[src/hdl/slbc_pkg.sv]
// slbc_pkg: shared types, widths and codes for the status led blink coder
// no dependencies
`default_nettype none

package slbc_pkg;

  localparam int TIME_BITS  = 16;
  localparam int BLINK_BITS = 4;

  localparam int CFG_IDX_BITS  = 3;
  localparam int CFG_DATA_BITS = 16;

  // error class codes
  localparam logic [1:0] CLASS_NONE     = 2'd0;
  localparam logic [1:0] CLASS_FAULT    = 2'd1;
  localparam logic [1:0] CLASS_CRITICAL = 2'd2;

  // register indexes
  typedef enum logic [CFG_IDX_BITS-1:0] {
    REG_OK_BLINKS    = 3'd0,
    REG_OK_ON_MS     = 3'd1,
    REG_OK_OFF_MS    = 3'd2,
    REG_FAULT_BLINKS = 3'd3,
    REG_FAULT_ON_MS  = 3'd4,
    REG_FAULT_OFF_MS = 3'd5,
    REG_PERIOD_MS    = 3'd6
  } reg_idx_t;

  // register reset values
  localparam logic [3:0]  RST_OK_BLINKS    = 4'd1;
  localparam logic [15:0] RST_OK_ON_MS     = 16'd100;
  localparam logic [15:0] RST_OK_OFF_MS    = 16'd1900;
  localparam logic [3:0]  RST_FAULT_BLINKS = 4'd4;
  localparam logic [15:0] RST_FAULT_ON_MS  = 16'd150;
  localparam logic [15:0] RST_FAULT_OFF_MS = 16'd150;
  localparam logic [15:0] RST_PERIOD_MS    = 16'd2000;

  typedef struct packed {
    logic [3:0]  ok_blinks;
    logic [15:0] ok_on_ms;
    logic [15:0] ok_off_ms;
    logic [3:0]  fault_blinks;
    logic [15:0] fault_on_ms;
    logic [15:0] fault_off_ms;
    logic [15:0] period_ms;
  } cfg_t;

  // one tick's outcome from the core
  typedef struct packed {
    logic led_lit;
    logic burst_active;
  } result_t;

endpackage

`default_nettype wire

[src/hdl/slbc_regs.sv]
// slbc_regs: configuration register file of the blink coder
// depends on slbc_pkg
`default_nettype none

module slbc_regs (
  input  wire logic                              clk,
  input  wire logic                              rst,
  input  wire logic                              wr_en,
  input  wire logic [slbc_pkg::CFG_IDX_BITS-1:0]  wr_idx,
  input  wire logic [slbc_pkg::CFG_DATA_BITS-1:0] wr_data,
  output slbc_pkg::cfg_t                         cfg
);

  always_ff @(posedge clk) begin
    if (rst) begin
      cfg.ok_blinks    <= slbc_pkg::RST_OK_BLINKS;
      cfg.ok_on_ms     <= slbc_pkg::RST_OK_ON_MS;
      cfg.ok_off_ms    <= slbc_pkg::RST_OK_OFF_MS;
      cfg.fault_blinks <= slbc_pkg::RST_FAULT_BLINKS;
      cfg.fault_on_ms  <= slbc_pkg::RST_FAULT_ON_MS;
      cfg.fault_off_ms <= slbc_pkg::RST_FAULT_OFF_MS;
      cfg.period_ms    <= slbc_pkg::RST_PERIOD_MS;
    end else if (wr_en) begin
      unique case (wr_idx)
        slbc_pkg::REG_OK_BLINKS:    cfg.ok_blinks    <= wr_data[3:0];
        slbc_pkg::REG_OK_ON_MS:     cfg.ok_on_ms     <= wr_data;
        slbc_pkg::REG_OK_OFF_MS:    cfg.ok_off_ms    <= wr_data;
        slbc_pkg::REG_FAULT_BLINKS: cfg.fault_blinks <= wr_data[3:0];
        slbc_pkg::REG_FAULT_ON_MS:  cfg.fault_on_ms  <= wr_data;
        slbc_pkg::REG_FAULT_OFF_MS: cfg.fault_off_ms <= wr_data;
        slbc_pkg::REG_PERIOD_MS:    cfg.period_ms    <= wr_data;
        default: ;  // unused index, write dropped
      endcase
    end
  end

endmodule

`default_nettype wire

[src/hdl/slbc_core.sv]
// slbc_core: blink sequencing state and its per-tick update
// depends on slbc_pkg
`default_nettype none

module slbc_core (
  input  wire logic       clk,
  input  wire logic       rst,
  input  wire logic       step,
  input  wire logic [1:0] error_class,
  input  wire slbc_pkg::cfg_t cfg,
  output slbc_pkg::result_t res_next
);

  localparam int TB = slbc_pkg::TIME_BITS;
  localparam int BB = slbc_pkg::BLINK_BITS;
  localparam logic [TB-1:0] TIME_MAX = {TB{1'b1}};

  logic [TB-1:0] since_burst_start, since_burst_start_next;
  logic [TB-1:0] toggle_countdown, toggle_countdown_next;
  logic [BB-1:0] blinks_done, blinks_done_next;
  logic [BB-1:0] blinks_goal, blinks_goal_next;
  logic          phase_lit, phase_lit_next;
  logic          led_drive, led_drive_next;

  logic          healthy;
  logic [BB-1:0] sel_blinks;
  logic [TB-1:0] sel_on, sel_off, per, since_inc, cd_dec;
  logic [BB-1:0] done_inc;
  logic          ph_flip;

  always_comb begin
    healthy    = (error_class == slbc_pkg::CLASS_NONE);
    sel_blinks = BB'(healthy ? cfg.ok_blinks : cfg.fault_blinks);
    sel_on     = TB'(healthy ? cfg.ok_on_ms  : cfg.fault_on_ms);
    sel_off    = TB'(healthy ? cfg.ok_off_ms : cfg.fault_off_ms);
    per        = TB'(cfg.period_ms);

    since_inc = (since_burst_start < TIME_MAX) ? since_burst_start + 1'b1
                                               : since_burst_start;
    cd_dec    = (toggle_countdown != '0) ? toggle_countdown - 1'b1 : toggle_countdown;
    ph_flip   = ~phase_lit;
    done_inc  = ph_flip ? blinks_done : blinks_done + 1'b1;

    since_burst_start_next = since_inc;
    toggle_countdown_next  = toggle_countdown;
    blinks_done_next       = blinks_done;
    blinks_goal_next       = blinks_goal;
    phase_lit_next         = phase_lit;
    led_drive_next         = led_drive;

    if (error_class == slbc_pkg::CLASS_CRITICAL) begin
      led_drive_next   = 1'b1;
      phase_lit_next   = 1'b1;
      blinks_done_next = '0;
      blinks_goal_next = '0;
    end else if (since_inc >= per && blinks_done == '0) begin
      // burst start, a zero blink count just restarts the period
      blinks_goal_next       = sel_blinks;
      blinks_done_next       = '0;
      since_burst_start_next = '0;
      toggle_countdown_next  = sel_on;
      phase_lit_next         = (sel_blinks != '0);
      led_drive_next         = (sel_blinks != '0);
    end else if (blinks_goal != '0) begin
      toggle_countdown_next = cd_dec;
      if (cd_dec == '0) begin
        phase_lit_next        = ph_flip;
        led_drive_next        = ph_flip;
        toggle_countdown_next = ph_flip ? sel_on : sel_off;
        if (done_inc >= blinks_goal) begin
          blinks_goal_next = '0;
          blinks_done_next = '0;
          led_drive_next   = 1'b0;
        end else begin
          blinks_done_next = done_inc;
        end
      end
    end

    res_next.led_lit      = led_drive_next;
    res_next.burst_active = (blinks_goal_next != '0);
  end

  always_ff @(posedge clk) begin
    if (rst) begin
      since_burst_start <= '0;
      toggle_countdown  <= '0;
      blinks_done       <= '0;
      blinks_goal       <= '0;
      phase_lit         <= 1'b0;
      led_drive         <= 1'b0;
    end else if (step) begin
      since_burst_start <= since_burst_start_next;
      toggle_countdown  <= toggle_countdown_next;
      blinks_done       <= blinks_done_next;
      blinks_goal       <= blinks_goal_next;
      phase_lit         <= phase_lit_next;
      led_drive         <= led_drive_next;
    end
  end

endmodule

`default_nettype wire

[src/hdl/status_led_blink_coder.sv]
// status_led_blink_coder: top level, input and result registers around the blink core
// depends on slbc_pkg, slbc_regs, slbc_core
//
//   channel | signals                          | direction | payload
//   --------+----------------------------------+-----------+---------------------------
//   in      | in_valid, in_stall               | sink      | error_class
//   out     | out_valid, out_stall             | source    | led_lit, burst_active
//   cfg     | cfg_valid, cfg_ready             | sink      | cfg_index, cfg_data
//
// one item per cycle while out is not stalled; an accepted tick sits in the
// input register, then the core update lands in the result register
// rst is synchronous: core blink state and led drive cleared, config regs to defaults
// a stall on out holds the result register; the input register still takes an
// item while its holder moves on, and in_stall rises only when both are full
// cfg_ready is always high, writes go straight into the register file
`default_nettype none

module status_led_blink_coder (
  input  wire logic                              clk,
  input  wire logic                              rst,
  input  wire logic                              in_valid,
  output logic                                   in_stall,
  input  wire logic [1:0]                        error_class,
  output logic                                   out_valid,
  input  wire logic                              out_stall,
  output logic                                   led_lit,
  output logic                                   burst_active,
  input  wire logic                              cfg_valid,
  output logic                                   cfg_ready,
  input  wire logic [slbc_pkg::CFG_IDX_BITS-1:0]  cfg_index,
  input  wire logic [slbc_pkg::CFG_DATA_BITS-1:0] cfg_data
);

  slbc_pkg::cfg_t    cfg;
  slbc_pkg::result_t res_next;

  // input register
  logic       s1_valid;
  logic [1:0] s1_class;
  logic       s1_move;   // held tick goes through the core into the result register
  logic       in_take;

  assign cfg_ready = 1'b1;

  // result register frees up when empty or drained this cycle
  assign s1_move  = s1_valid && (!out_valid || !out_stall);
  assign in_stall = s1_valid && !s1_move;
  assign in_take  = in_valid && !in_stall;

  slbc_regs u_regs (
    .clk     (clk),
    .rst     (rst),
    .wr_en   (cfg_valid && cfg_ready),
    .wr_idx  (cfg_index),
    .wr_data (cfg_data),
    .cfg     (cfg)
  );

  slbc_core u_core (
    .clk         (clk),
    .rst         (rst),
    .step        (s1_move),
    .error_class (s1_class),
    .cfg         (cfg),
    .res_next    (res_next)
  );

  always_ff @(posedge clk) begin
    if (rst) begin
      s1_valid <= 1'b0;
    end else if (in_take) begin
      s1_valid <= 1'b1;
    end else if (s1_move) begin
      s1_valid <= 1'b0;
    end
  end

  always_ff @(posedge clk) begin
    if (in_take) begin
      s1_class <= error_class;
    end
  end

  always_ff @(posedge clk) begin
    if (rst) begin
      out_valid <= 1'b0;
    end else if (s1_move) begin
      out_valid <= 1'b1;
    end else if (!out_stall) begin
      out_valid <= 1'b0;
    end
  end

  always_ff @(posedge clk) begin
    if (s1_move) begin
      led_lit      <= res_next.led_lit;
      burst_active <= res_next.burst_active;
    end
  end

  // a critical tick yields a steady lit led and no burst
  a_critical_lit: assert property (@(posedge clk) disable iff (rst)
    (s1_move && s1_class == slbc_pkg::CLASS_CRITICAL) |=>
      (out_valid && led_lit && !burst_active))
    else $error("critical tick did not light the led");

  // the input side only stalls while the input register holds an item and out is full and stalled
  a_stall_full: assert property (@(posedge clk) disable iff (rst)
    in_stall |-> (s1_valid && out_valid && out_stall))
    else $error("input stalled with room downstream");

  // a tick that moves on always shows up as a result next cycle
  a_move_result: assert property (@(posedge clk) disable iff (rst)
    s1_move |=> out_valid)
    else $error("moved tick produced no result");

endmodule

`default_nettype wire
[config.mk]
export PLATFORM = sky130hd
export DESIGN_NAME = status_led_blink_coder
export DESIGN_NICKNAME = d
export VERILOG_FILES = /design/src/hdl/slbc_pkg.sv /design/src/hdl/slbc_regs.sv /design/src/hdl/slbc_core.sv /design/src/hdl/status_led_blink_coder.sv
export SDC_FILE = /design/constraint.sdc
export NUM_CORES = 1
export LEC_CHECK = 0
export BUFFER_PORTS_ARGS = -buffer_cell sky130_fd_sc_hd__buf_4
export CAP_MARGIN = 20
export CORE_ASPECT_RATIO = 1.5
export CORE_UTILIZATION = 31
export CTS_CLUSTER_SIZE = 40
export DETAILED_ROUTE_END_ITERATION = 16
export GPL_TIMING_DRIVEN = 0
export SLEW_MARGIN = 20
export SYNTH_ARGS = -nofsm -noshare
export SYNTH_HDL_FRONTEND = slang
export SYNTH_HIERARCHICAL = 1
export SYNTH_SLANG_ARGS = --single-unit
[constraint.sdc]
create_clock -name clk -period 4.7 [get_ports clk]
set_clock_uncertainty 0.15 [all_clocks]
set_input_delay 1.175 -clock clk [delete_from_list [all_inputs] [get_ports clk]]
set_output_delay 1.175 -clock clk [all_outputs]
set_load 0.05 [all_outputs]
After elaboration in Yosys (flattened, before gate mapping)
Index checks and enable logic that the tools add are counted.
{"block": "op_classes", "n_lt_le_gt_ge": 3, "reduce_logical": 30, "n_addsub": 3, "bitwise_logic": 2, "n_mux": 35, "eq_ne": 8}
{"cell": "$mux 16", "n": 10}
{"cell": "$mux 4", "n": 12}
{"cell": "$add 16x1->16 const B", "n": 1}
{"cell": "$ge 16x16->1", "n": 1}
{"cell": "$logic_not 16->1", "n": 1}
{"cell": "$lt 16x16->1 const B", "n": 1}
{"cell": "$reduce_bool 16->1", "n": 1}
{"cell": "$sub 16x1->16 const B", "n": 1}
{"cell": "$reduce_and 2->1", "n": 7}
{"cell": "$mux 1", "n": 13}
{"cell": "$reduce_bool 4->1", "n": 3}
{"cell": "$eq 3x3->1 const B", "n": 3}
{"cell": "$eq 3x2->1 const B", "n": 2}
{"cell": "$reduce_and 3->1", "n": 2}
{"cell": "$reduce_bool 3->1", "n": 2}
{"cell": "$add 4x1->4 const B", "n": 1}
{"cell": "$ge 4x4->1", "n": 1}
{"cell": "$logic_and 1x1->1", "n": 4}
{"cell": "$logic_not 1->1", "n": 4}
{"cell": "$logic_not 4->1", "n": 1}
{"cell": "$reduce_bool 2->1", "n": 2}
{"cell": "$eq 3x1->1 const B", "n": 1}
{"cell": "$logic_not 3->1", "n": 1}
{"cell": "$eq 2x2->1 const B", "n": 1}
{"cell": "4 further kinds", "n": 5}
{"block": "totals", "register_bits": 136, "inputBits": 26}

Logic depth before layout (Yosys ltp)
Gate-level depths: netlist (run 1).
{"block": "logic_depth", "ltp_word": 9, "mapped_depth": 18, "mapped_depth_nobuf": 15}

By module
Netlist (run 1), hierarchy kept.
{"mod": "slbc_core", "seq_area_each_um2": 840.8, "cells_per_inst": 534, "n_inst": 1, "area_each_um2": 4047.6}
{"mod": "slbc_regs", "seq_area_each_um2": 1761.7, "cells_per_inst": 328, "n_inst": 1, "area_each_um2": 3518.4}
{"mod": "status_led_blink_coder", "seq_area_each_um2": 160.2, "cells_per_inst": 16, "n_inst": 1, "area_each_um2": 217.7}

Worst setup path before layout (run 1)
Ideal clock, no wire load.
{"block": "synth_path", "kind": "flip-flop to flip-flop", "from": "reg u_core.since_burst_start[4]", "to": "reg u_core.toggle_countdown[14]", "path_slack_ns": 0.505, "setup_time_ns": 0.127, "arrival_time_ns": 3.918, "stages_incl_launch_ff": 17, "cell_sequence": "dfxtp_1 and3_1 and4_1 nand4_1 clkbuf_1 and2_1 nand3_1 xnor2_1 ha_1 a211o_1 a21oi_1 o21ai_0 a2111oi_1 o211ai_1 a21oi_1 a211oi_1 or3_1"}
{"block": "synth_via", "elab_chain_len": 6}
{"element": "from (decl)", "line_no": "slbc_core.sv:18", "text": "logic [TB-1:0] since_burst_start, since_burst_start_next;"}
{"element": "from (signal assigned)", "line_no": "slbc_core.sv:93", "text": "since_burst_start <= since_burst_start_next;"}
{"element": "$add 16x1->16 / $lt 16x16->1 (equally long branches)", "line_no": "slbc_core.sv:38", "text": "since_inc = (since_burst_start < TIME_MAX) ? since_burst_start + 1'b1"}
{"element": "$mux 16 *", "line_no": "slbc_core.sv:38"}
{"element": "$ge 16x16->1 *", "line_no": "slbc_core.sv:56", "text": "end else if (since_inc >= per && blinks_done == '0) begin"}
{"element": "$logic_and 1x1->1 *", "line_no": "slbc_core.sv:56"}
{"element": "$reduce_bool 2->1 (no source line)"}
{"element": "$reduce_and 3->1 (no source line)"}
{"element": "to (signal assigned)", "line_no": "slbc_core.sv:94", "text": "toggle_countdown <= toggle_countdown_next;"}
{"element": "to (decl)", "line_no": "slbc_core.sv:19", "text": "logic [TB-1:0] toggle_countdown, toggle_countdown_next;"}
Mark *: on every way between the ends. The rest lies on a longest branch, timed or not.
A chain may end at the register's enable or synchronous reset.

==> results of run 1 <==
registers in the layout (all words and copies together), names as in the netlist:
name,flops
u_regs/cfg,88
u_core/since_burst_start,16
u_core/toggle_countdown,16
u_core/blinks_done,4
u_core/blinks_goal,4
s1_class,2
burst_active,1
led_lit,1
out_valid,1
s1_valid,1
u_core/led_drive,1
u_core/phase_lit,1
kinds of logic after synthesis:
family	share of synthesized area [%]
adders and majority gates	3.86
muxes	17.5
DFF	35.5
AOI/OAI and AO/OA	10.5
buffers and inverters	5.06
and+or+nand+nor	25.5
other	0.0482
xor gates and xnor gates	2.14
cells in the final DEF (no fill, tap or decap), types with 17 or more instances in the layout:
cell type,n
clkbuf_1,27
mux2i_1,129
nor2_1,61
inv_1,30
nand2b_1,84
nand2_1,49
buf_4,34
o21ai_0,18
nand3_1,36
nor3_1,23
dfxtp_1,131
clkbuf_16,17
a21oi_1,39
ha_1,24
through the flow:
stage          instances  hold WS, ns
3_3_place_gp        1227        0.307
3_5_place_dp        1227        0.313
5_1_grt             1262        0.343
4_1_cts             1261        0.325
6_report            1262        0.325
2_1_floorplan        878        0.298
per-layer routing:
layer  vias to the layer above  share of wire (%)  routed length (µm)  global-route usage, %
met5                         -                  0                   0                      0
met4                         0                4.8                1080                   10.6
met3                        53                2.9                 637                   2.97
met2                       152                 49               11000                   31.7
met1                      3064                 43                9630                   20.3
li1                       3236                  -                   -                      -
how the worst max path moves through the flow:
stage	from	cells after the start	end
CTS	u_core/since_burst_start[2]	15	led_lit
detailed placement	u_core/since_burst_start[4]	17	burst_active
global placement	u_core/since_burst_start[4]	17	burst_active
floorplan	u_core/since_burst_start[4]	16	u_core/toggle_countdown[14]
global route	u_core/since_burst_start[3]	18	u_core/toggle_countdown[12]
finish	u_core/since_burst_start[3]	18	burst_active
what timing repair did:
item                       in CTS  in global routing
gates resized for setup         6                 18
hold buffers                    0                  0
setup endpoints to repair      44                 42
pin swaps                       1                  1
setup buffers                   2                  1
worst reg2reg max path, stage by stage (launching register included):
cell       delay [ns]
dfxtp_1          0.39
and3_1           0.23
and4_1           0.28
nand4_1          0.13
clkbuf_2         0.21
and2_2           0.27
nand3_1          0.15
xnor2_1          0.10
ha_1             0.20
a211o_1          0.29
a21oi_1          0.10
o21ai_1          0.13
a2111oi_4        0.35
buf_4            0.20
o21a_2           0.22
buf_4            0.23
buf_2            0.27
nand3_1          0.11
a21oi_1          0.21
area by class of cell:
type,instances,area [µm²]
tap,324,405
fill,2556,15500
clock inverter,13,123
multi-input combinational,653,4680
inverter,30,113
clock buffer,19,433
buffer,59,292
sequential,136,2760
timing repair buffer,28,210
power breakdown:
group / switching, W / internal [W] / total, W / leakage (nW)
combinational: 0.000459 / 0.000264 / 0.000723 / 2.32
sequential: 0.0000211 / 0.00118 / 0.00121 / 1.11
clock: 0.000547 / 0.000732 / 0.00128 / 0.260
total: 0.00103 / 0.00218 / 0.00321 / 3.69
==> metrics.md, run 1 <==
| Metric | Value |
|---|---|
| Worst setup EP type | register |
| Hold path startpoint | u_regs/cfg[41] |
| Final hold vios | 0 |
| Fin crit share | 93.5% |
| Via count | 6505 |
| Largest net degree at the start of global routing | 17 |
| Final core utilization | 36.8% |
| Area post-placement | 8380 µm² |
| Critical path cell sequence | and3_1, and4_1, nand4_1, clkbuf_2, and2_2, nand3_1, xnor2_1, ha_1, a211o_1, a21oi_1, o21ai_1, a2111oi_4, buf_4, o21a_2, buf_4, buf_2, nand3_1, a21oi_1 |
| Rel. slew slack | 30.0% |
| Core Box Area | 24500 µm² |
| Library cells used by synthesis | 64 |
| Fin area | 9020 µm² |
| Pre-CTS worst setup slack | -0.727 ns |
| First drt pass iteration count | 5 |
| WP buf/inv | 4 |
| Clock-pin slew on the worst setup and hold paths | 0.06 ns |
| # DRC | 0 |
| Required @ worst endpoint | 4.80 ns |
| Register area share after synthesis | 35.5% |
| # setup viols final | 0 |
| All-layer global routing usage | 18.0% |
| Nets | 975 |
| Worst Hold Path EP | u_regs/cfg[41] |
| Mean Syn Cell Area | 8.87 µm² |
| RePlAce Congestion | 0.904 |
| Worst Setup Start Kind | register |
| Cts bufs inserted | 17 |
| Post-synth ARST share | 0% |
| Post-synthesis register bit count | 136 |
| Synth Flop Type | dfxtp_1 |
| Clk_lat worst skew | 0.43 ns |
| Vias in the first global route | 6504 |
| Number of H-tree levels | 4 |
| Cell Area, Synth | 7780 µm² |
| Initial DRC Count | 323 |
| Routed WL per cell | 17.7 µm |
| HP Class | register to register |
| PwrDens | 356 nW/µm² |
| CP arrival | 4.50 ns |
| Post-synth EDFFs | 4 |
| Clock tree buffer depth | 2 |
| CP Class | register to register |
| CTS tree | done |
| Peak supply drop | 0.000255 V |
| CP max stage delay | 0.39 ns |
| Tot Pwr | 0.00321 W |
| LEAKAGE | 3.69 nW |
| Run status | completed |
| RSZ-0062 raised after global routing | no |
| First-pass GRT wire length | 35600 µm |
| Delay-heaviest family, CP | compound AO/OA/AOI/OAI gates |
| Post-DP HPWL | 16800 µm |
| Antenna violations before repair | 0 |
| FF-to-FF End | burst_active |
| Synth top cells by count | 132 x dfxtp_1, 129 x mux2i_1, 84 x nand2b_1 |
| Mapped Cells | 878 |
| Min Tclk post-route | 4.40 ns |
| Layout cells sized above 1 | 12.7% |
| Worst slew pin tran | 1.04 ns |
| Port buffer count | 25 |
| Max-cap viol count | 0 |
| Die area | 25800 µm² |
| R2R cell count | 18 |
| Final Routed Wirelength | 22300 µm |
| Synthesized net count | 928 |
| Worst reg2reg startpoint | u_core/since_burst_start[3] |
| Crit path max fanout | 10 |
| I/O pins | 31 |
| # diodes | 0 |
| Most numerous cell in the Yosys netlist | dfxtp_1 |
| Setup slack after layout | 0.304 ns |
| CTS Sinks | 136 |
| Largest area contributor in the netlist | dfxtp_1 |
| Die height | 196 µm |
| Grt total ovfl | 0 |
| Hold path cells | 2 |
| Vias per inst | 5.15 |
| Initial Util | 31.7% |
| Final TNS setup | 0 ns |
| Post-route antenna net violation count | 0 |
| P&R area growth vs syn | 15.8% |
| Slew Limit Fails | 0 |
| Max Freq | 0.227 GHz |
| Site Rows | 70 |
| Crit-path slowest cell | dfxtp_1 |
| Top-area cell type share of the netlist area | 33.9% |
| Top cells by area, synth | dfxtp_1 34%, mux2i_1 17%, nand2b_1 6.8%, ha_1 3.9%, nor2_1 2.9% |
| Width of the die | 131 µm |
| R2R Setup Slk | 0.30 ns |
| Root Driver | clkbuf_16 |
| Synth warnings | 6 |
(Power assumes the default switching activity.)
==> run 2: changes to the inputs <==
CORE_MARGIN = 2   (was not set)
CORE_UTILIZATION = 60   (was 31)
PLACE_DENSITY = 0.78   (was not set)
==> run 2 against run 1 <==
Effect of this change: sequential cell count stayed put; first-iteration DRC count is 33% higher; non-clock buffer count stayed put; fmax is 3.5% lower; combinational power is 2% lower; critical path type unchanged; sequential power hardly changed; global-route usage is 13 points higher; critical path depth is 1 lower; final cell count is 13% lower; utilization is 32 points higher; worst setup slack worse by 0.16 ns; register-to-register slack worse by 0.16 ns.
==> metrics.md, run 2 (synthesis gave the netlist of run 1 again) <==
| Metric | Value |
|---|---|
| Port buffer count | 25 (unchanged) |
| Met2 capacity usage during global routing | 54.4% (was 31.7%) |
| Routed WL per cell | 19.5 µm (was 17.7 µm) |
| # diodes | 0 (unchanged) |
| Fin crit share | 96.9% (was 93.5%) |
| RSZ-0062 raised after global routing | no (unchanged) |
| Delay-heaviest family, CP | compound AO/OA/AOI/OAI gates (unchanged) |
| Worst Setup Start Kind | register (unchanged) |
| CTS tree | done (unchanged) |
| Core Box Area | 12800 µm² (was 24500 µm²) |
| CTS Sinks | 136 (unchanged) |
| Critical path cell sequence | and3_1, and4_2, nand4_1, buf_2, and2_2, nand2_1, xnor2_1, ha_1, nand4_1, a211oi_1, a2111oi_4, buf_4, o21a_2, a21oi_2, clkbuf_2, o21ai_0, o221a_2 (was and3_1, and4_1, nand4_1, clkbuf_2, and2_2, nand3_1, xnor2_1, ha_1, a211o_1, a21oi_1, o21ai_1, a2111oi_4, buf_4, o21a_2, buf_4, buf_2, nand3_1, a21oi_1) |
| Final TNS setup | 0 ns (unchanged) |
| Final Routed Wirelength | 21400 µm (was 22300 µm) |
| Final core utilization | 68.9% (was 36.8%) |
| Root Driver | clkbuf_16 (unchanged) |
| Rel. slew slack | 35.1% (was 30.0%) |
| GR peak layer | met2 (unchanged) |
| Commonest non-fill, non-tap cells in the layout | 130 x dfxtp_1, 129 x mux2i_1, 84 x nand2b_1 (was 131 x dfxtp_1, 129 x mux2i_1, 84 x nand2b_1) |
| Max reg flops | 88 (unchanged) |
| Worst slew pin tran | 0.965 ns (was 1.04 ns) |
| Via count | 6810 (was 6505) |
| Area post-placement | 8170 µm² (was 8380 µm²) |
| Clock-pin slew on the worst setup and hold paths | 0.07 ns (was 0.06 ns) |
| Clock tree buffer depth | 2 (unchanged) |
| P&R area growth vs syn | 13.5% (was 15.8%) |
| R2R cell count | 17 (was 18) |
| GR Util met3 | 5.16% (was 2.97%) |
| Largest net degree at the start of global routing | 17 (unchanged) |
| First drt pass iteration count | 7 (was 5) |
| Most common cell after layout, fill and taps aside | dfxtp_1 (unchanged) |
| Site Rows | 51 (was 70) |
| RePlAce Congestion | 0.953 (was 0.904) |
| Hold path cells | 2 (unchanged) |
| # DRC | 0 (unchanged) |
| Worst setup EP type | register (unchanged) |
| Post-route antenna net violation count | 0 (unchanged) |
| R2R Setup Slk | 0.15 ns (was 0.30 ns) |
| Required @ worst endpoint | 4.86 ns (was 4.80 ns) |
| Grt total ovfl | 0 (unchanged) |
| Largest Register | u_regs/cfg (unchanged) |
| Initial Util | 60.7% (was 31.7%) |
| Nets | 975 (unchanged) |
| Min Tclk post-route | 4.55 ns (was 4.40 ns) |
| WP buf/inv | 3 (was 4) |
| Initial DRC Count | 428 (was 323) |
| Width of the die | 97.0 µm (was 131 µm) |
| Hold Buf Count CTS | 0 (unchanged) |
| Pre-CTS worst setup slack | -0.642 ns (was -0.727 ns) |
| Crit-path slowest cell | dfxtp_1 (unchanged) |
| Worst Hold Path EP | u_regs/cfg[38] (was u_regs/cfg[41]) |
| Vias per inst | 6.21 (was 5.15) |
| CP max stage delay | 0.41 ns (was 0.39 ns) |
| Number of H-tree levels | 4 (unchanged) |
| LEAKAGE | 3.72 nW (was 3.69 nW) |
| Fin area | 8840 µm² (was 9020 µm²) |
| Run status | completed (unchanged) |
| Die height | 143 µm (was 196 µm) |
| PwrDens | 366 nW/µm² (was 356 nW/µm²) |
| Post-DP HPWL | 15400 µm (was 16800 µm) |
| Cts bufs inserted | 17 (unchanged) |
| Clk_lat worst skew | 0.42 ns (was 0.43 ns) |
| Final hold vios | 0 (unchanged) |
| I/O pins | 31 (unchanged) |
| Die area | 13900 µm² (was 25800 µm²) |
| Worst reg2reg startpoint | u_core/since_burst_start[4] (was u_core/since_burst_start[3]) |
| Hold path startpoint | u_regs/cfg[38] (was u_regs/cfg[41]) |
| Largest registers | u_regs/cfg (88), u_core/since_burst_start (16), u_core/toggle_countdown (16) (unchanged) |
| HP Class | register to register (unchanged) |
| Setup slack after layout | 0.145 ns (was 0.304 ns) |
| Crit path max fanout | 10 (unchanged) |
| Vias in the first global route | 6450 (was 6504) |
| Max-cap viol count | 0 (unchanged) |
| CP Class | register to register (unchanged) |
| CP arrival | 4.72 ns (was 4.50 ns) |
| Peak supply drop | 0.000243 V (was 0.000255 V) |
| FF-to-FF End | u_core/toggle_countdown[8] (was burst_active) |
| First-pass GRT wire length | 33900 µm (was 35600 µm) |
| All-layer global routing usage | 30.5% (was 18.0%) |
| Slew Limit Fails | 0 (unchanged) |
| Max Freq | 0.220 GHz (was 0.227 GHz) |
| Layout cells sized above 1 | 13.1% (was 12.7%) |
| Most frequent cell on the critical path | nand4_1 |
| # setup viols final | 0 (unchanged) |
| Antenna violations before repair | 0 (unchanged) |
| M1 GR Usage | 36.4% (was 20.3%) |
## run 2: worst min-delay path, delay by kind of cell (launching register included)
family | cells | cell delay [ns]
and+or+nand+nor | 1 | 0.06
muxes | 1 | 0.06
DFF | 1 | 0.31
## run 2: area by class of cell
cell class	instances	area [µm²]
plain buffers	59	290
clock buffers	18	439
clock inverters	14	148
fillers	1008	3990
inverters	30	113
multi-input cells	653	4670
flip-flops and latches	136	2770
well taps	159	199
repair buffers	28	210
## run 2: worst max path at each step
stage / cells past startpoint / slack [ns] / endpoint / start
final: 17 / 0.15 / u_core/toggle_countdown[8] / u_core/since_burst_start[4]
after global routing: 18 / 0.03 / u_core/since_burst_start[0] / u_core/since_burst_start[4]
after CTS: 17 / 0.06 / u_core/since_burst_start[3] / u_core/since_burst_start[2]
after detailed placement: 18 / -0.64 / u_core/toggle_countdown[10] / u_core/since_burst_start[4]
after global placement: 18 / -0.64 / u_core/toggle_countdown[10] / u_core/since_burst_start[2]
after floorplan: 16 / 0.50 / u_core/toggle_countdown[14] / u_core/since_burst_start[4]
## run 2: timing repair
action	CTS	global route
setup buffers	2	1
gates cloned	0	0
pin swaps	1	1
hold endpoints to repair	0	0
resized for setup	6	18
setup endpoints to repair	44	41
## run 2: power by group
| part | total [W] | internal [W] | switching [W] |
|---|---|---|---|
| registers | 0.00120 | 0.00118 | 0.0000210 |
| logic | 0.000712 | 0.000264 | 0.000448 |
| clock network | 0.00132 | 0.000728 | 0.000591 |
| total | 0.00324 | 0.00217 | 0.00106 |
## run 2: stage by stage
step,cells,hold slack [ns],power [W]
2_1_floorplan,878,0.298,0.00173
3_3_place_gp,1062,0.306,0.00191
3_5_place_dp,1062,0.316,0.00191
4_1_cts,1096,0.327,0.00322
5_1_grt,1097,0.345,0.00334
6_report,1097,0.327,0.00324
## run 2: metal layers
| metal | share of wire, % | wire (µm) |
|---|---|---|
| met5 | 0 | 0 |
| met4 | 4.2 | 895 |
| met3 | 6.0 | 1280 |
| met2 | 50 | 10600 |
| met1 | 40 | 8560 |
==> run 3: changes to the inputs <==
ABC_AREA = 1   (was not set)
CORE_MARGIN = not set   (was 2)
RECOVER_POWER = 50   (was not set)
==> run 3 against run 2 <==
Effect of this change: count of clock-buffer cells in the layout down 1; wire length up 3.1%; power up 0.15%; critical endpoint unchanged; critical path type unchanged; largest cell class unchanged; worst setup slack better by 0.40 ns.
==> metrics.md, run 3 <==
| Metric | Value |
|---|---|
| Run status | completed (unchanged) |
| Routed WL per cell | 15.5 µm (was 19.5 µm) |
| Final Routed Wirelength | 22000 µm (was 21400 µm) |
| Commonest non-fill, non-tap cells in the layout | 323 x nand2_1, 202 x nor2_1, 132 x dfxtp_1 (was 130 x dfxtp_1, 129 x mux2i_1, 84 x nand2b_1) |
| CP startpoint | u_core/since_burst_start[0] (was u_core/since_burst_start[4]) |
| PwrDens | 363 nW/µm² (was 366 nW/µm²) |
| Peak supply drop | 0.000314 V (was 0.000243 V) |
| HP Class | register to register (unchanged) |
| # setup viols final | 0 (unchanged) |
| Most numerous cell in the Yosys netlist | nand2_1 (was dfxtp_1) |
| Max-cap viol count | 0 (unchanged) |
| # DRC | 0 (unchanged) |
| Setup bufs post-CTS | 0 (was 2) |
| Switch Pwr | 0.00102 W (was 0.00106 W) |
| Most common cell after layout, fill and taps aside | nand2_1 (was dfxtp_1) |
| GR peak layer | met2 (unchanged) |
| All-layer global routing usage | 33.3% (was 30.5%) |
| Rel. slew slack | 32.1% (was 35.1%) |
| Cts bufs inserted | 17 (unchanged) |
| P&R area growth vs syn | 12.3% (was 13.5%) |
| CTS tree | done (unchanged) |
| Fin area | 8920 µm² (was 8840 µm²) |
| # diodes | 0 (unchanged) |
| Tot Pwr | 0.00324 W (about the same) |
| Pre-CTS worst setup slack | 0.365 ns (was -0.642 ns) |
| Final hold vios | 0 (unchanged) |
| Clock-pin slew on the worst setup and hold paths | 0.06 ns (was 0.07 ns) |
| Clk_lat worst skew | 0.42 ns (about the same) |
| I/O pins | 31 (unchanged) |
| Synth warnings | 6 (unchanged) |
| Synth top cells by count | 321 x nand2_1, 200 x nor2_1, 132 x dfxtp_1 (was 132 x dfxtp_1, 129 x mux2i_1, 84 x nand2b_1) |
| Comb pwr share | 19.8% (was 22.0%) |
| M1 GR Usage | 37.6% (was 36.4%) |
| Hold path cells | 2 (unchanged) |
| Post-route antenna net violation count | 0 (unchanged) |
| Setup slack after layout | 0.545 ns (was 0.145 ns) |
| Min Tclk post-route | 4.16 ns (was 4.55 ns) |
| Largest registers | u_regs/cfg (88), u_core/since_burst_start (16), u_core/toggle_countdown (16) (unchanged) |
| Sw Share | 31.6% (was 32.8%) |
| Worst reg2reg startpoint | u_core/since_burst_start[0] (was u_core/since_burst_start[4]) |
| Mean Syn Cell Area | 6.60 µm² (was 8.87 µm²) |
| Mapped Cells | 1204 (was 878) |
| R2R Setup Slk | 0.54 ns (was 0.15 ns) |
| Crit path max fanout | 10 (unchanged) |
| Critical Path Sink | u_core/toggle_countdown[8] (unchanged) |
| Core Box Area | 13000 µm² (was 12800 µm²) |
| Initial Util | 61.3% (was 60.7%) |
| Layout cells sized above 1 | 11.4% (was 13.1%) |
| Vias in the first global route | 7248 (was 6450) |
| Clock tree buffer depth | 2 (unchanged) |
| Max Freq | 0.241 GHz (was 0.220 GHz) |
| Die height | 143 µm (about the same) |
| Worst setup EP type | register (unchanged) |
| Required @ worst endpoint | 4.88 ns (was 4.86 ns) |
| CP arrival | 4.34 ns (was 4.72 ns) |
| Final TNS setup | 0 ns (unchanged) |
| Seq pwr share | 38.1% (was 37.2%) |
| LEAKAGE | 4.12 nW (was 3.72 nW) |
| Area of the multi-input gates | 4500 µm² (was 4670 µm²) |
| Port buffer count | 29 (was 25) |
| Post-synth ARST share | 0% (unchanged) |
| FF-to-FF End | u_core/toggle_countdown[8] (unchanged) |
| Register area share after synthesis | 34.8% (was 35.5%) |
| Int Power | 0.00222 W (was 0.00217 W) |
| Slew Limit Fails | 0 (unchanged) |
| First drt pass iteration count | 5 (was 7) |
| Clock power frac | 42.1% (was 40.8%) |
| Cell Area, Synth | 7950 µm² (was 7780 µm²) |
| RePlAce Congestion | 0.995 (was 0.953) |
| Met2 capacity usage during global routing | 60.1% (was 54.4%) |
| GR Util met3 | 5.11% (was 5.16%) |
| Area post-placement | 8360 µm² (was 8170 µm²) |
| Library cells used by synthesis | 42 (was 64) |
| Synth Flop Type | dfxtp_1 (unchanged) |
| R2R cell count | 19 (was 17) |
| Number of H-tree levels | 4 (unchanged) |
| Hold Buf Count CTS | 0 (unchanged) |
| Register area | 2760 µm² (was 2770 µm²) |
| RSZ-0062 raised after global routing | no (unchanged) |
| Antenna violations before repair | 0 (unchanged) |
| Largest area contributor in the netlist | dfxtp_1 (unchanged) |
| Width of the die | 96.0 µm (was 97.0 µm) |
| Root Driver | clkbuf_16 (unchanged) |
| Worst Setup Start Kind | register (unchanged) |
| Initial DRC Count | 511 (was 428) |
| CP Class | register to register (unchanged) |
| Vias per inst | 5.53 (was 6.21) |
| Post-synth EDFFs | 4 (unchanged) |
| Synthesized net count | 1254 (was 928) |
| Site Rows | 51 (unchanged) |
| Filler cells | 1202 (was 1008) |
| Post-synthesis register bit count | 136 (unchanged) |
| Nets | 1302 (was 975) |
| Fin crit share | 88.4% (was 96.9%) |
| Top cells by area, synth | dfxtp_1 33%, nand2_1 15%, nor2_1 9.4%, nand3_1 7.8%, inv_1 4.7% (was dfxtp_1 34%, mux2i_1 17%, nand2b_1 6.8%, ha_1 3.9%, nor2_1 2.9%) |
| Grt total ovfl | 0 (unchanged) |
| Top-area cell type share of the netlist area | 33.3% (was 33.9%) |
| Largest Register | u_regs/cfg (unchanged) |
| Worst slew pin tran | 1.02 ns (was 0.965 ns) |
| CTS Sinks | 136 (unchanged) |
| Via count | 7870 (was 6810) |
| Die area | 13700 µm² (was 13900 µm²) |
| Cts repair resizes | 0 (was 6) |
| Post-DP HPWL | 16800 µm (was 15400 µm) |
| Max reg flops | 88 (unchanged) |
| First-pass GRT wire length | 34600 µm (was 33900 µm) |
| Largest net degree at the start of global routing | 17 (unchanged) |
## run 3: worst min path at each step
stage              startpoint              to  slack (ns)
6_report       u_regs/cfg[18]  u_regs/cfg[18]        0.30
3_3_place_gp   u_regs/cfg[23]  u_regs/cfg[23]        0.28
2_1_floorplan  u_regs/cfg[17]  u_regs/cfg[17]        0.27
5_1_grt        u_regs/cfg[23]  u_regs/cfg[23]        0.32
3_5_place_dp   u_regs/cfg[18]  u_regs/cfg[18]        0.29
4_1_cts        u_regs/cfg[18]  u_regs/cfg[18]        0.31
## run 3: cell families after synthesis
group / after synthesis / share of synthesized area (%)
compound gates: 120 / 8.36
xor+xnor: 16 / 1.76
fa+ha+maj: 24 / 3.78
simple gates: 733 / 40.3
other cells: 1 / 0.0472
flops: 136 / 34.8
mux: 20 / 2.52
buf+inv: 154 / 8.42
## run 3: final cells by class
cell class	instances	area share [%]
timing repair buffer	29	2.31
tap	159	2.23
clock buffer	17	4.77
buffer	50	2.93
inverter	104	4.37
clock inverter	15	2.00
multi-input combinational	914	50.4
sequential	136	31.0
## run 3: worst max-delay path, stage by stage (launching register included)
cell,delay (ns)
dfxtp_1,0.40
ha_1,0.27
nand2_1,0.09
nor2_1,0.14
nand4_1,0.19
nor2_1,0.17
nand2_1,0.09
nand3_1,0.09
xor2_1,0.28
ha_1,0.30
a21oi_1,0.20
o21ai_0,0.10
a21oi_1,0.12
nand3_1,0.14
nand2_1,0.16
inv_1,0.15
o211ai_1,0.43
buf_2,0.31
nor2_1,0.06
a21oi_1,0.21
## run 3: power groups by stage
stage | logic [W] | clock network, W | registers [W]
after floorplan | 0.000474 | 0 | 0.00126
after global placement | 0.000624 | 0 | 0.00126
after detailed placement | 0.000632 | 0 | 0.00126
after CTS | 0.000637 | 0.00138 | 0.00123
after global routing | 0.000710 | 0.00143 | 0.00124
final | 0.000641 | 0.00136 | 0.00123
## run 3: metrics by stage
stage	utilization (%)	instances	hold slack, ns
after global routing	68.9	1424	0.320
after detailed placement	64.6	1392	0.289
after CTS	69.2	1424	0.305
after floorplan	-	1204	0.274
final	68.9	1424	0.302
after global placement	64.6	1392	0.285
## run 3: per-layer routing
metal	routed length (µm)	share of wire [%]
met1	8750	40
met2	11300	51
met3	1190	5.4
met4	851	3.9
met5	0	0
